[config.mk]
export PLATFORM = sky130hd
export DESIGN_NAME = ant_frame_trainer_data_parser_top_flat
export DESIGN_NICKNAME = d
export VERILOG_FILES = /design/src/rtl/core/aftdp_pkg.sv /design/src/rtl/core/aftdp_byte_if.sv /design/src/rtl/core/aftdp_res_if.sv /design/src/rtl/core/aftdp_parser.sv /design/src/rtl/core/aftdp_out_stage.sv /design/src/rtl/core/ant_frame_trainer_data_parser_top.sv /design/src/flat_wrapper.sv
export SDC_FILE = /design/constraint.sdc
export NUM_CORES = 1
export LEC_CHECK = 0
export BUFFER_PORTS_ARGS = -buffer_cell sky130_fd_sc_hd__clkbuf_2
export CORE_MARGIN = 2
export CORE_UTILIZATION = 55
export DETAILED_ROUTE_END_ITERATION = 16
export GPL_TIMING_DRIVEN = 0
export PLACE_DENSITY_LB_ADDON = 0.1
export SETUP_SLACK_MARGIN = 0.2
export SYNTH_ARGS = -nofsm -noshare
export SYNTH_HDL_FRONTEND = slang
export SYNTH_SLANG_ARGS = --single-unit
[constraint.sdc]
create_clock -name clk_i -period 4.8 [get_ports clk_i]
set_clock_uncertainty 0.1 [all_clocks]
set_input_delay 0.24 -clock clk_i [delete_from_list [all_inputs] [get_ports clk_i]]
set_output_delay 0.24 -clock clk_i [all_outputs]
set_load 0.005 [all_outputs]
[src/rtl/core/aftdp_pkg.sv]
// ----------------------------------------------------------------------------
// aftdp_pkg
// Shared types and constants for the serial data frame parser.
// ----------------------------------------------------------------------------
package aftdp_pkg;

  // Longest payload accepted; a longer length field drops the frame.
  localparam int unsigned MAX_PAYLOAD = 32;
  localparam logic [7:0]  MAX_LEN     = 8'(MAX_PAYLOAD);

  // Captured payload bytes 1..7 (byte 0, the channel, is not kept).
  localparam int unsigned CAP_DEPTH = 7;

  localparam logic [7:0] SYNC_BYTE   = 8'hA4;
  localparam logic [7:0] ID_BCAST    = 8'h4E;
  localparam logic [7:0] ID_ACK      = 8'h4F;
  localparam logic [7:0] PAGE_SPEED  = 8'h10;
  localparam logic [7:0] PAGE_POWER  = 8'h19;
  localparam logic [7:0] NO_CADENCE  = 8'hFF;

  typedef enum logic [1:0] {
    KIND_SPEED = 2'd0,
    KIND_POWER = 2'd1,
    KIND_OTHER = 2'd2
  } frame_kind_e;

  // Framing phases, one-hot.
  typedef enum logic [4:0] {
    PH_HUNT    = 5'b00001,
    PH_LEN     = 5'b00010,
    PH_ID      = 5'b00100,
    PH_PAYLOAD = 5'b01000,
    PH_CHECK   = 5'b10000
  } phase_e;

  // One result beat as handed from the parser to the output stage.
  typedef struct packed {
    logic [1:0]  frame_kind;
    logic [15:0] speed_raw;
    logic [11:0] power_watts;
    logic [7:0]  cadence_rpm;
    logic        link_up;
  } res_t;

endpackage

[src/rtl/core/aftdp_byte_if.sv]
// ----------------------------------------------------------------------------
// aftdp_byte_if
// Valid/ready channel carrying one received stream byte per beat.
// ----------------------------------------------------------------------------
interface aftdp_byte_if;
  logic       valid;
  logic       ready;
  logic [7:0] rx_byte;

  modport source (output valid, output rx_byte, input ready);
  modport sink   (input valid, input rx_byte, output ready);
endinterface

[src/rtl/core/aftdp_res_if.sv]
// ----------------------------------------------------------------------------
// aftdp_res_if
// Valid/ready channel carrying one parsed data frame result per beat.
// ----------------------------------------------------------------------------
interface aftdp_res_if;
  logic        valid;
  logic        ready;
  logic [1:0]  frame_kind;
  logic [15:0] speed_raw;
  logic [11:0] power_watts;
  logic [7:0]  cadence_rpm;
  logic        link_up;

  modport source (output valid, output frame_kind, output speed_raw, output power_watts,
                  output cadence_rpm, output link_up, input ready);
  modport sink   (input valid, input frame_kind, input speed_raw, input power_watts,
                  input cadence_rpm, input link_up, output ready);
endinterface

[src/rtl/core/aftdp_parser.sv]
// ----------------------------------------------------------------------------
// aftdp_parser
// Framing state machine, checksum, payload capture and held trainer values.
// ----------------------------------------------------------------------------
module aftdp_parser
  import aftdp_pkg::*;
(
  input  logic       clk_i,
  input  logic       rst_ni,
  input  logic       step_i,     // consume byte_i this cycle
  input  logic [7:0] byte_i,
  output logic       res_vld_o,  // one cycle, with step_i
  output res_t       res_o
);

  phase_e      phase_q, phase_d;
  logic [7:0]  cnt_q, cnt_d;
  logic [7:0]  len_q, len_d;
  logic [7:0]  xor_q, xor_d;
  logic [7:0]  code_q, code_d;
  logic [15:0] speed_q, speed_d;
  logic [11:0] power_q, power_d;
  logic [7:0]  cad_q, cad_d;
  logic        link_q, link_d;
  logic [7:0]  cap_q [CAP_DEPTH];
  logic [8:0]  cnt_inc;
  logic        is_data;
  logic        cap_clr;
  logic        cap_wr;
  logic [1:0]  kind;

  assign cnt_inc = {1'b0, cnt_q} + 9'd1;
  assign is_data = (code_q == ID_BCAST) || (code_q == ID_ACK);

  always_comb begin
    phase_d   = phase_q;
    cnt_d     = cnt_q;
    len_d     = len_q;
    xor_d     = xor_q;
    code_d    = code_q;
    speed_d   = speed_q;
    power_d   = power_q;
    cad_d     = cad_q;
    link_d    = link_q;
    cap_clr   = 1'b0;
    cap_wr    = 1'b0;
    res_vld_o = 1'b0;
    kind      = KIND_OTHER;
    if (step_i) begin
      unique case (phase_q)
        PH_LEN: begin
          xor_d   = xor_q ^ byte_i;
          len_d   = byte_i;
          phase_d = (byte_i > MAX_LEN) ? PH_HUNT : PH_ID;
        end
        PH_ID: begin
          xor_d   = xor_q ^ byte_i;
          code_d  = byte_i;
          cnt_d   = '0;
          phase_d = (len_q == '0) ? PH_CHECK : PH_PAYLOAD;
        end
        PH_PAYLOAD: begin
          xor_d  = xor_q ^ byte_i;
          cap_wr = 1'b1;
          cnt_d  = cnt_inc[7:0];
          if (cnt_inc >= {1'b0, len_q}) begin
            phase_d = PH_CHECK;
          end
        end
        PH_CHECK: begin
          phase_d = PH_HUNT;
          if ((byte_i == xor_q) && is_data) begin
            res_vld_o = 1'b1;
            link_d    = 1'b1;
            if (cap_q[0] == PAGE_SPEED) begin
              speed_d = {cap_q[5], cap_q[4]};
              kind    = KIND_SPEED;
            end else if (cap_q[0] == PAGE_POWER) begin
              power_d = {cap_q[6][3:0], cap_q[5]};
              if (cap_q[2] != NO_CADENCE) begin
                cad_d = cap_q[2];
              end
              kind = KIND_POWER;
            end
          end
        end
        default: begin
          if (byte_i == SYNC_BYTE) begin
            xor_d   = byte_i;
            cnt_d   = '0;
            cap_clr = 1'b1;
            phase_d = PH_LEN;
          end else begin
            phase_d = PH_HUNT;
          end
        end
      endcase
    end
  end

  assign res_o = '{frame_kind: kind, speed_raw: speed_d, power_watts: power_d,
                   cadence_rpm: cad_d, link_up: link_d};

  always_ff @(posedge clk_i or negedge rst_ni) begin
    if (!rst_ni) begin
      phase_q <= PH_HUNT;
      cnt_q   <= '0;
      len_q   <= '0;
      xor_q   <= '0;
      code_q  <= '0;
      speed_q <= '0;
      power_q <= '0;
      cad_q   <= '0;
      link_q  <= 1'b0;
    end else begin
      phase_q <= phase_d;
      cnt_q   <= cnt_d;
      len_q   <= len_d;
      xor_q   <= xor_d;
      code_q  <= code_d;
      speed_q <= speed_d;
      power_q <= power_d;
      cad_q   <= cad_d;
      link_q  <= link_d;
    end
  end

  // Payload bytes 1..7 land in entries 0..6; every sync clears them.
  always_ff @(posedge clk_i) begin
    for (int i = 0; i < CAP_DEPTH; i++) begin
      if (cap_clr) begin
        cap_q[i] <= '0;
      end else if (cap_wr && (cnt_q == 8'(i + 1))) begin
        cap_q[i] <= byte_i;
      end
    end
  end

  // Link flag, once set, stays set until reset.
  a_link_sticky: assert property (@(posedge clk_i) disable iff (!rst_ni)
    link_q |=> link_q)
    else $error("link flag dropped");

  // A result comes only from the checksum byte of a data frame.
  a_res_src: assert property (@(posedge clk_i) disable iff (!rst_ni)
    res_vld_o |-> (phase_q == PH_CHECK) && is_data && step_i)
    else $error("result outside checksum phase");

endmodule

[src/rtl/core/aftdp_out_stage.sv]
// ----------------------------------------------------------------------------
// aftdp_out_stage
// Result register towards the output channel.
// ----------------------------------------------------------------------------
module aftdp_out_stage
  import aftdp_pkg::*;
(
  input  logic  clk_i,
  input  logic  rst_ni,
  input  logic  load_i,
  input  res_t  res_i,
  output logic  free_o,   // register empty or drained this cycle
  aftdp_res_if.source res_o
);

  logic vld_q, vld_d;
  res_t res_q;

  assign free_o = !vld_q || res_o.ready;

  always_comb begin
    vld_d = vld_q;
    if (load_i) begin
      vld_d = 1'b1;
    end else if (res_o.ready) begin
      vld_d = 1'b0;
    end
  end

  always_ff @(posedge clk_i or negedge rst_ni) begin
    if (!rst_ni) begin
      vld_q <= 1'b0;
    end else begin
      vld_q <= vld_d;
    end
  end

  always_ff @(posedge clk_i) begin
    if (load_i) begin
      res_q <= res_i;
    end
  end

  assign res_o.valid       = vld_q;
  assign res_o.frame_kind  = res_q.frame_kind;
  assign res_o.speed_raw   = res_q.speed_raw;
  assign res_o.power_watts = res_q.power_watts;
  assign res_o.cadence_rpm = res_q.cadence_rpm;
  assign res_o.link_up     = res_q.link_up;

  // Never overwrite a beat that is still waiting.
  a_no_overwrite: assert property (@(posedge clk_i) disable iff (!rst_ni)
    load_i |-> free_o)
    else $error("result overwritten while stalled");

  // Every result carries the link flag set.
  a_link_in_res: assert property (@(posedge clk_i) disable iff (!rst_ni)
    vld_q |-> res_q.link_up)
    else $error("result without link flag");

endmodule

[src/rtl/core/ant_frame_trainer_data_parser_top.sv]
// ----------------------------------------------------------------------------
// ant_frame_trainer_data_parser_top
// Sync-framed serial message parser extracting trainer speed, power, cadence.
// ----------------------------------------------------------------------------
//  channel | dir | beat                      | payload
//  --------+-----+---------------------------+----------------------------------
//  rx_i    | in  | one stream byte           | rx_byte
//  res_o   | out | one valid data frame      | frame_kind, speed_raw,
//          |     |                           | power_watts, cadence_rpm, link_up
//
//  One byte per cycle sustained while res_o is not stalled; each byte passes
//  input register -> framing logic -> result register. The checksum byte is
//  registered, then its result loads the result register when the pipe moves.
//  Reset (rst_ni, async low) returns to sync hunting with all held values zero.
//  A stall on res_o holds the input register; rx_i.ready then drops once the
//  input register is full as well. No result beat is ever lost or doubled.
// ----------------------------------------------------------------------------
module ant_frame_trainer_data_parser_top
  import aftdp_pkg::*;
(
  input  logic        clk_i,
  input  logic        rst_ni,
  aftdp_byte_if.sink  rx_i,
  aftdp_res_if.source res_o
);

  // Input register.
  logic       in_vld_q, in_vld_d;
  logic [7:0] in_byte_q;
  logic       rx_take;

  // Pipeline advance: the result register can take whatever this byte yields.
  logic       adv;
  logic       step;
  logic       res_vld;
  res_t       res;

  assign step       = in_vld_q && adv;
  assign rx_i.ready = !in_vld_q || adv;
  assign rx_take    = rx_i.valid && rx_i.ready;

  always_comb begin
    in_vld_d = in_vld_q;
    if (rx_take) begin
      in_vld_d = 1'b1;
    end else if (step) begin
      in_vld_d = 1'b0;
    end
  end

  always_ff @(posedge clk_i or negedge rst_ni) begin
    if (!rst_ni) begin
      in_vld_q <= 1'b0;
    end else begin
      in_vld_q <= in_vld_d;
    end
  end

  always_ff @(posedge clk_i) begin
    if (rx_take) begin
      in_byte_q <= rx_i.rx_byte;
    end
  end

  // Framing logic consumes the registered byte when the pipe moves.
  aftdp_parser u_parser (
    .clk_i     (clk_i),
    .rst_ni    (rst_ni),
    .step_i    (step),
    .byte_i    (in_byte_q),
    .res_vld_o (res_vld),
    .res_o     (res)
  );

  aftdp_out_stage u_out (
    .clk_i  (clk_i),
    .rst_ni (rst_ni),
    .load_i (res_vld),
    .res_i  (res),
    .free_o (adv),
    .res_o  (res_o)
  );

endmodule

[src/flat_wrapper.sv]
// flat-port wrapper written by rule: the top's interface ports become plain ports
module ant_frame_trainer_data_parser_top_flat import aftdp_pkg::*;
  (clk_i, rst_ni, rx_i_valid, rx_i_rx_byte, rx_i_ready, res_o_valid, res_o_frame_kind, res_o_speed_raw, res_o_power_watts, res_o_cadence_rpm, res_o_link_up, res_o_ready);
  aftdp_byte_if rx_i_i ();
  aftdp_res_if res_o_i ();
  input  logic clk_i;
  input  logic rst_ni;
  input wire logic [$bits(rx_i_i.valid)-1:0] rx_i_valid;
  input wire logic [$bits(rx_i_i.rx_byte)-1:0] rx_i_rx_byte;
  output wire logic [$bits(rx_i_i.ready)-1:0] rx_i_ready;
  output wire logic [$bits(res_o_i.valid)-1:0] res_o_valid;
  output wire logic [$bits(res_o_i.frame_kind)-1:0] res_o_frame_kind;
  output wire logic [$bits(res_o_i.speed_raw)-1:0] res_o_speed_raw;
  output wire logic [$bits(res_o_i.power_watts)-1:0] res_o_power_watts;
  output wire logic [$bits(res_o_i.cadence_rpm)-1:0] res_o_cadence_rpm;
  output wire logic [$bits(res_o_i.link_up)-1:0] res_o_link_up;
  input wire logic [$bits(res_o_i.ready)-1:0] res_o_ready;
  assign rx_i_i.valid = rx_i_valid;
  assign rx_i_i.rx_byte = rx_i_rx_byte;
  assign rx_i_ready = rx_i_i.ready;
  assign res_o_valid = res_o_i.valid;
  assign res_o_frame_kind = res_o_i.frame_kind;
  assign res_o_speed_raw = res_o_i.speed_raw;
  assign res_o_power_watts = res_o_i.power_watts;
  assign res_o_cadence_rpm = res_o_i.cadence_rpm;
  assign res_o_link_up = res_o_i.link_up;
  assign res_o_i.ready = res_o_ready;
  ant_frame_trainer_data_parser_top u_core (.clk_i(clk_i), .rst_ni(rst_ni), .rx_i(rx_i_i), .res_o(res_o_i));
endmodule
==> results of run 1 <==
## stage by stage
step	worst slack, ns	hold slack [ns]	total power, uW
floorplan	2.23	-0.156	1520
global placement	1.65	0.317	1550
detailed placement	1.85	0.105	1560
CTS	1.80	0.0483	2950
global route	1.54	0.0753	3030
finish	1.80	0.0721	2930
## report_power, final
part	switching (uW)	internal, uW	total, uW
registers	16.9	1440	1450
clock network	508	881	1390
logic	52.3	33.6	85.9
## layer usage
metal,routed length (um),share of wire (%),GRT usage [%],up-vias
met4,157,1.3,7.80,0
met1,5670,48,27.7,1891
met3,387,3.3,5.37,15
met5,0,0,0,-
li1,-,-,-,1856
met2,5690,48,32.8,86
## registers in the layout, indices dropped and copies added, names as in the netlist, 12 cells and up
signal,count
u_core.u_parser.power_q,12
u_core.u_parser.speed_q,16
u_core.u_out.res_o.power_watts,12
u_core.u_parser.cap_q,36
u_core.u_out.res_o.speed_raw,16
## cells by family (layout without fill, tap and decap cells)
kind of cell / count (synthesis) / count (layout)
AOI/OAI and AO/OA: 57 / 57
xor gates and xnor gates: 17 / 17
adders and majority gates: 11 / 11
buffers and inverters: 42 / 137
DFF: 158 / 158
muxes: 47 / 47
and+or+nand+nor: 134 / 134
## critical path, delay by kind of cell (launching register included)
| kind | cells | cell delay, ns |
|---|---|---|
| fa+ha+maj | 2 | 0.66 |
| xor+xnor | 1 | 0.16 |
| simple gates | 2 | 0.41 |
| compound gates | 3 | 0.71 |
| flops | 1 | 0.47 |
| mux | 1 | 0.37 |
## final timing paths
check                                         start  slack [ns]  cells past startpoint                     endpoint
max reg2reg                u_core.u_parser.cnt_q[0]        1.80                      9   u_core.u_parser.phase_q[2]
min reg2reg                  u_core.u_parser.link_q        0.37                      1       u_core.u_parser.link_q
min in group asynchronous                    rst_ni        0.19                      2  u_core.u_parser.speed_q[14]
max                        u_core.u_parser.cnt_q[0]        1.80                      9   u_core.u_parser.phase_q[2]
min                                     res_o_ready        0.07                      4              u_core.in_vld_q
max in group asynchronous                    rst_ni        3.83                      3     u_core.u_parser.cad_q[2]
## final cells by class
class                           instances  area (um^2)
Fill cell                             860         4080
Multi-Input combinational cell        266         2080
Buffer                                 15         82.6
Timing Repair Buffer                   63          390
Sequential cell                       158         4370
Tap cell                              147          184
Clock buffer                           21          450
Inverter                               27          101
Clock inverter                         11          166
## what timing repair did
item,CTS,global route
endpoints found under the setup margin,0,0
endpoints found under the hold margin,31,0
setup buffers,0,0
hold buffers,10,0
## cell usage in the layout (no fill, tap or decap), types with 6 or more instances in the layout
master / n
inv_1: 26
mux2_1: 12
clkbuf_1: 12
nand3_1: 14
nor2_1: 29
a21oi_1: 8
edfxtp_1: 83
clkbuf_2: 51
nand2_1: 18
dlygate4sd3_1: 10
o21ai_0: 23
xnor2_1: 12
and2_1: 20
mux2_4: 24
mux2_2: 11
and3_1: 6
ha_1: 11
clkbuf_16: 17
dfrtp_1: 74
==> metrics.txt, run 1 <==
global-route usage over all layers 20.6%; Fin Setup TNS 0 ns; Commonest cells post-synth 83 x edfxtp_1, 74 x dfrtp_1, 29 x nor2_1; share of cells above drive strength 1 25.8%; placed cells 666; top cell type by total area after synthesis edfxtp_1; num ports 53; Bufs on Longest Clock Path 2; global-route wire length before repair 20.2 mm; Synth area leaders edfxtp_1 38%, dfrtp_1 28%, mux2_4 5.4%; vias in the first global route 3974; CTS buffer count 17; Post-Layout Cell Count 708; multiplexer share of the synthesized area 9.33%; Worst path most repeated cell ha_1; worst-skew pair later-pin latency 0.42 ns; Critical Path Start Type flip-flop; core area 11900 um^2; drt wl/cell 16.8 um; cell with the most instances after synthesis edfxtp_1; arrival time of the worst setup path 3.19 ns; die area 13000 um^2; Main synth FF type edfxtp_1; post-route cell area 7830 um^2; critical path capture point type flip-flop; power per cell area 374 nW/um^2; clk sinks 158; routability cong. 0.815; post-CTS resize count 0; XOR/XNOR Fraction of Synth Area 2.24%; largest net degree at the start of global routing 54; Post-synth EDFFs 83; unrepaired setup endpoints after global routing false; sequential fraction of the synthesis area 65.8%; Leak Pwr 0.00341 uW; final hold violations 0; H-tree depth 4; Syn Inst Count 466; Final setup viols 0; Least-Margin Pin Slew 0.817 ns; run status completed; slew margin rel. 45.5%; DR iter-0 viols 283; vias per cell 5.44; I/O Buffers 52; initial antenna violation count 0; Rows 40; post-synthesis simple-gate area fraction 12.1%; DP HPWL 8.08 mm; final wirelength 11.9 mm; 1st-pass router iterations 4; chip height 114 um; #FFs+latches synth 158; Synth Area in Compound Gates 5.62%; Synth Area in Adders 2.07%; Syn. warnings 0; CTS clk-pin slew, worst paths 0.06 ns; total grt overflow 0; Initial Util 55.7%; Mapped Nets 489; Core Util, Final 65.7%; Worst Hold Class in2reg; Yosys cell types 62; max-slew violations 0; largest family of logic cells by synthesized area simple AND/OR/NAND/NOR gates; CP Class reg2reg; worst vdd ir 0.292 mV; Root Buffer Master clkbuf_16; Avg Cell Area, Syn 14.2 um^2; Ant. Diodes 0; asr flop ratio synth 47.5%; DRC violations left 0; Tcrit/Tclk final 62.5%; Layout Nets 571; Synth top area share 37.5%; Area Overhead vs Synth 17.9%; mapped cell area 6640 um^2; Final ANT Viol Nets 0; Max Fclk 0.333 GHz; post-layout minimum cycle time 3.00 ns; Placed Area 7110 um^2; CTS tree done; Worst EP required 5.00 ns; MaxCap Viol Count 0; Die Width 114 um; crit-path cells ha_1 > and4_1 > nand2_1 > xnor2_1 > ha_1 > o2111a_1 > o31ai_1 > a311oi_2 > mux2_1; Largest stage delay, worst path 0.47 ns; slowest CP cell dfrtp_1; Max FO, Critical Path 7; total number of vias 3848
No activity file was read; power rests on OpenSTA's default activity.
==> inputs of run 2 (changes only) <==
--- a/config.mk
+++ b/config.mk
@@ -7,7 +7,7 @@
 export LEC_CHECK = 0
 export BUFFER_PORTS_ARGS = -buffer_cell sky130_fd_sc_hd__clkbuf_2
 export CORE_MARGIN = 2
-export CORE_UTILIZATION = 55
+export CORE_UTILIZATION = 54
 export DETAILED_ROUTE_END_ITERATION = 16
 export GPL_TIMING_DRIVEN = 0
 export PLACE_DENSITY_LB_ADDON = 0.1
==> constraint.sdc (replaced) <==
create_clock -name clk_i -period 2.69 [get_ports clk_i]
set_clock_uncertainty 0.1 [all_clocks]
set_input_delay 0.1345 -clock clk_i [delete_from_list [all_inputs] [get_ports clk_i]]
set_output_delay 0.1345 -clock clk_i [all_outputs]
set_load 0.005 [all_outputs]
==> metrics.txt, run 2 (synthesis results as in run 1) <==
DP HPWL 8.12 mm; RR Startpoint u_core.u_parser.cnt_q[0]; worst-skew pair later-pin latency 0.42 ns; DP Worst Slack -0.176 ns; Max Fclk 0.398 GHz; CP Class reg2reg; vias in the first global route 3857; Area Overhead vs Synth 22.3%; core area 12000 um^2; Final setup viols 0; I/O Buffers 52; Leak Pwr 0.00371 uW; slowest CP cell dfrtp_2; power per cell area 607 nW/um^2; num ports 53; largest net degree at the start of global routing 55; total grt overflow 0; worst vdd ir 0.677 mV; chip height 115 um; arrival time of the worst setup path 2.71 ns; die area 13200 um^2; source of the critical timing path u_core.u_parser.cnt_q[0]; Biggest register u_core.u_parser.cap_q; global-route usage over all layers 20.1%; Ant. Diodes 0; fillcell total 867; H-tree depth 4; placed cells 666; slew margin rel. 62.1%; FF-to-FF path depth 10; Final ANT Viol Nets 0; Worst EP required 2.89 ns; final hold violations 0; MaxCap Viol Count 0; CTS tree done; run status completed; most common cell after layout, fill and taps aside edfxtp_1; Worst Hold Class in2async; Rows 40; DRC violations left 0; Least-Margin Pin Slew 0.568 ns; Die Width 115 um; Final WS setup 0.175 ns; Layout Nets 590; DR iter-0 viols 346; max FFs per register 36; Tcrit/Tclk final 93.5%; unrepaired setup endpoints after global routing true; Initial Util 55.3%; CTS clk-pin slew, worst paths 0.06 ns; Root Buffer Master clkbuf_16; routability cong. 0.851; CTS buffer count 17; post-layout minimum cycle time 2.51 ns; drt wl/cell 16.9 um; share of cells above drive strength 1 33.8%; Post-Layout Cell Count 727; critical path capture point type flip-flop; Bufs on Longest Clock Path 2; total number of vias 3883; max-slew violations 0; 1st-pass router iterations 4; register area 4370 um^2; vias per cell 5.34; final wirelength 12.3 mm; Max FO, Critical Path 4; clk sinks 158; crit-path cells ha_4 > and4_4 > nand2_4 > xnor2_2 > ha_1 > o2111a_1 > o31ai_2 > a311oi_2 > buf_4 > mux2_4; Largest stage delay, worst path 0.43 ns; multi-input logic area 2300 um^2; global-route wire length before repair 19.9 mm; Critical Path Start Type flip-flop; commonest cells after routing, fill and taps aside 83 x edfxtp_1, 71 x dfrtp_1, 53 x clkbuf_2; initial antenna violation count 0; Fin Setup TNS 0 ns
==> run 2: changes by cell type in the layout (fill, tap and decap cells not counted), moves of 4 or more <==
cell       before  now
bufinv_16       4    0
buf_4           0   15
nand2_1        18   14
nand3_1        14   10
==> run 2: worst max-delay path, delay by kind of cell, from the launching register on <==
kind / cells / cell delay (ns)
adder cells (fa/ha/maj): 2 / 0.47
AO/OA/AOI/OAI: 3 / 0.46
flip-flops: 1 / 0.43
AND/OR/NAND/NOR: 2 / 0.30
multiplexers: 1 / 0.30
buffers and inverters: 1 / 0.19
XOR/XNOR: 1 / 0.15
==> run 2: final timing paths <==
path | slack [ns] | to
max | 0.18 | u_core.u_parser.phase_q[2]
min | 0.09 | u_core.u_parser.cad_q[5]
max reg2reg | 0.18 | u_core.u_parser.phase_q[2]
min reg2reg | 0.38 | u_core.u_parser.link_q
max in group asynchronous | 1.80 | u_core.u_parser.cnt_q[1]
min in group clk_i | 0.33 | u_core.in_byte_q[5]
==> run 2: per-stage QoR <==
step	total power [uW]	hold WS [ns]	area, um^2	utilization [%]
after floorplan	2710	-0.261	6660	-
after global placement	2780	0.212	7110	59.2
after detailed placement	2780	-0.00749	7140	59.4
after CTS	4950	0.0929	7900	65.8
after global routing	5100	0.114	8120	67.6
final	4930	0.0855	8120	67.6
==> run 2: power breakdown <==
part / leakage (uW) / total, uW / internal [uW] / switching (uW)
combinational: 0.00152 / 181 / 76.7 / 104
clock: 0.000250 / 2150 / 1190 / 964
sequential: 0.00194 / 2590 / 2560 / 29.7
total: 0.00371 / 4930 / 3830 / 1100
==> run 2: cell type report <==
| class | count | area share [%] |
|---|---|---|
| Sequential cell | 158 | 53.9 |
| Multi-Input combinational cell | 266 | 28.3 |
| Timing Repair Buffer | 82 | 6.72 |
| Clock buffer | 21 | 5.42 |
| Tap cell | 147 | 2.26 |
| Inverter | 27 | 1.31 |
| Clock inverter | 11 | 1.08 |
| Buffer | 15 | 1.06 |
==> run 2: what timing repair did <==
item / in CTS / in global routing
buffers inserted: 8 / 9
resized for setup: 13 / 38
hold buffers: 12 / 0
pin swaps: 4 / 6
setup endpoints to repair: 98 / 119
endpoints found under the hold margin: 85 / 0
==> run 2: metal layers <==
metal	track usage (%)	up-vias	wire length, um
met5	0	-	0
met4	7.63	0	116
met3	5.75	11	597
met2	31.3	91	5770
met1	27.3	1891	5800
li1	-	1890	-
==> inputs of run 3 (changes only) <==
--- a/config.mk
+++ b/config.mk
@@ -7,10 +7,11 @@
 export LEC_CHECK = 0
 export BUFFER_PORTS_ARGS = -buffer_cell sky130_fd_sc_hd__clkbuf_2
 export CORE_MARGIN = 2
-export CORE_UTILIZATION = 54
+export CORE_UTILIZATION = 55
 export DETAILED_ROUTE_END_ITERATION = 16
 export GPL_TIMING_DRIVEN = 0
 export PLACE_DENSITY_LB_ADDON = 0.1
+export REMOVE_ABC_BUFFERS = 1
 export SETUP_SLACK_MARGIN = 0.2
 export SYNTH_ARGS = -nofsm -noshare
 export SYNTH_HDL_FRONTEND = slang
==> constraint.sdc (replaced) <==
create_clock -name clk_i -period 2.9 [get_ports clk_i]
set_clock_uncertainty 0.1 [all_clocks]
set_input_delay 0.145 -clock clk_i [delete_from_list [all_inputs] [get_ports clk_i]]
set_output_delay 0.145 -clock clk_i [all_outputs]
set_load 0.005 [all_outputs]
==> metrics.txt, run 3 (synthesis results as in run 1) <==
DR iter-0 viols 194; largest net degree at the start of global routing 46; Final WS setup 0.290 ns; DRC violations left 0; Final setup viols 0; H-tree depth 4; global-route wire length before repair 19.5 mm; source of the critical timing path u_core.u_parser.cnt_q[1]; Largest stage delay, worst path 0.43 ns; Max FO, Critical Path 5; Tcrit/Tclk final 90.0%; initial antenna violation count 0; critical path capture point type flip-flop; vias per cell 5.45; worst vdd ir 0.409 mV; register area 4370 um^2; core area 11900 um^2; Critical Path Start Type flip-flop; total grt overflow 0; power per cell area 596 nW/um^2; Detail Route met3 WL 535 um; Least-Margin Pin Slew 0.809 ns; slew margin rel. 46.1%; Die Width 114 um; CTS tree done; Max Fclk 0.383 GHz; final hold violations 0; post-route cell area 7940 um^2; Final ANT Viol Nets 0; drt wl/cell 16.7 um; multi-input logic area 2150 um^2; hold path start res_o_ready; vias in the first global route 3871; worst hold path stage count 3; Area Overhead vs Synth 19.6%; Bufs on Longest Clock Path 2; run status completed; Root Buffer Master clkbuf_16; I/O Buffers 52; Rows 40; Layout Nets 572; Initial Util 55.7%; crit-path cells ha_4 > and4_4 > nand2_2 > xnor2_2 > ha_1 > o2111a_1 > o31ai_2 > a311oi_2 > buf_4 > mux2_1; total number of vias 3864; max-slew violations 0; Fin Setup TNS 0 ns; max FFs per register 36; slowest CP cell dfrtp_2; Worst EP required 3.10 ns; die area 13000 um^2; CTS buffer count 17; Met2 Routed Length 5.74 mm; most common cell after layout, fill and taps aside edfxtp_1; Biggest register u_core.u_parser.cap_q; Leak Pwr 0.00365 uW; share of cells above drive strength 1 30.4%; CP Class reg2reg; MaxCap Viol Count 0; arrival time of the worst setup path 2.81 ns; Overall Power 4730 uW; unrepaired setup endpoints after global routing false; global-route usage over all layers 20.1%; 1st-pass router iterations 4; final wirelength 11.9 mm; DP HPWL 8.03 mm; Ant. Diodes 0; post-layout minimum cycle time 2.61 ns; DP Worst Slack -0.0500 ns; CTS clk-pin slew, worst paths 0.06 ns; DR top layer met4; RR Startpoint u_core.u_parser.cnt_q[1]; chip height 114 um; Worst Hold Class in2reg; met1 WL 5.39 mm; Placed Area 7060 um^2; FF-to-FF path depth 10; num ports 53; fillcell total 884; worst-skew pair later-pin latency 0.42 ns; routability cong. 0.825; commonest cells after routing, fill and taps aside 83 x edfxtp_1, 71 x dfrtp_1, 51 x clkbuf_2, 28 x nor2_1, 26 x inv_1; clk sinks 158
==> run 3: cell count changes in the layout (fill, tap and decap cells not counted), moves of 3 or more <==
cell,previous run,this run
nor3_1,0,3
clkbuf_1,10,0
nand2_1,14,17
buf_6,5,0
buf_2,4,0
==> run 3: power breakdown <==
part / switching [uW] / internal (uW) / total (uW)
sequential: 37.4 / 2380 / 2410
combinational: 81.7 / 63.7 / 145
clock: 903 / 1270 / 2170
==> run 3: area by class of cell <==
| type | count | share of cell area, % |
|---|---|---|
| Clock buffer | 19 | 5.85 |
| Clock inverter | 13 | 1.62 |
| Inverter | 27 | 1.32 |
| Multi-Input combinational cell | 266 | 27.1 |
| Sequential cell | 158 | 55.1 |
| Tap cell | 147 | 2.32 |
| Timing Repair Buffer | 79 | 6.71 |
==> run 3: critical path, delay by kind of cell, from the launching register on <==
kind / cells / cell delay (ns)
simple gates: 2 / 0.30
buf+inv: 1 / 0.18
fa+ha+maj: 2 / 0.48
mux: 1 / 0.32
flops: 1 / 0.43
compound gates: 3 / 0.52
xor+xnor: 1 / 0.16
==> run 3: metal layers <==
layer	track usage, %	up-vias
met1	26.4	1901
li1	-	1845
met3	6.11	17
met2	31.9	101
met5	0	-
met4	8.05	0
==> run 3: final timing paths <==
path / endpoint / slack [ns]
max reg2reg: u_core.u_parser.phase_q[2] / 0.29
max: u_core.u_parser.phase_q[2] / 0.29
min: u_core.u_out.res_o.valid / 0.05
min reg2reg: u_core.u_parser.link_q / 0.36
max in group asynchronous: u_core.u_parser.phase_q[0] / 1.92
min in group asynchronous: u_core.u_parser.code_q[5] / 0.14
==> run 3: what timing repair did <==
action,4_1_cts,5_1_grt
gates resized for setup,6,12
hold buffers,11,0
pin swaps,2,4
gates cloned,0,0
setup endpoints to repair,79,79
endpoints found under the hold margin,39,0
setup buffers,7,7
==> run 3: through the flow <==
| stage | hold WS (ns) | utilization (%) | cells |
|---|---|---|---|
| 2_1_floorplan | -0.251 | - | 451 |
| 3_3_place_gp | 0.222 | 58.8 | 650 |
| 3_5_place_dp | 0.0522 | 59.3 | 652 |
| 4_1_cts | 0.0257 | 65.8 | 702 |
| 5_1_grt | 0.0637 | 66.6 | 709 |
| 6_report | 0.0513 | 66.6 | 709 |
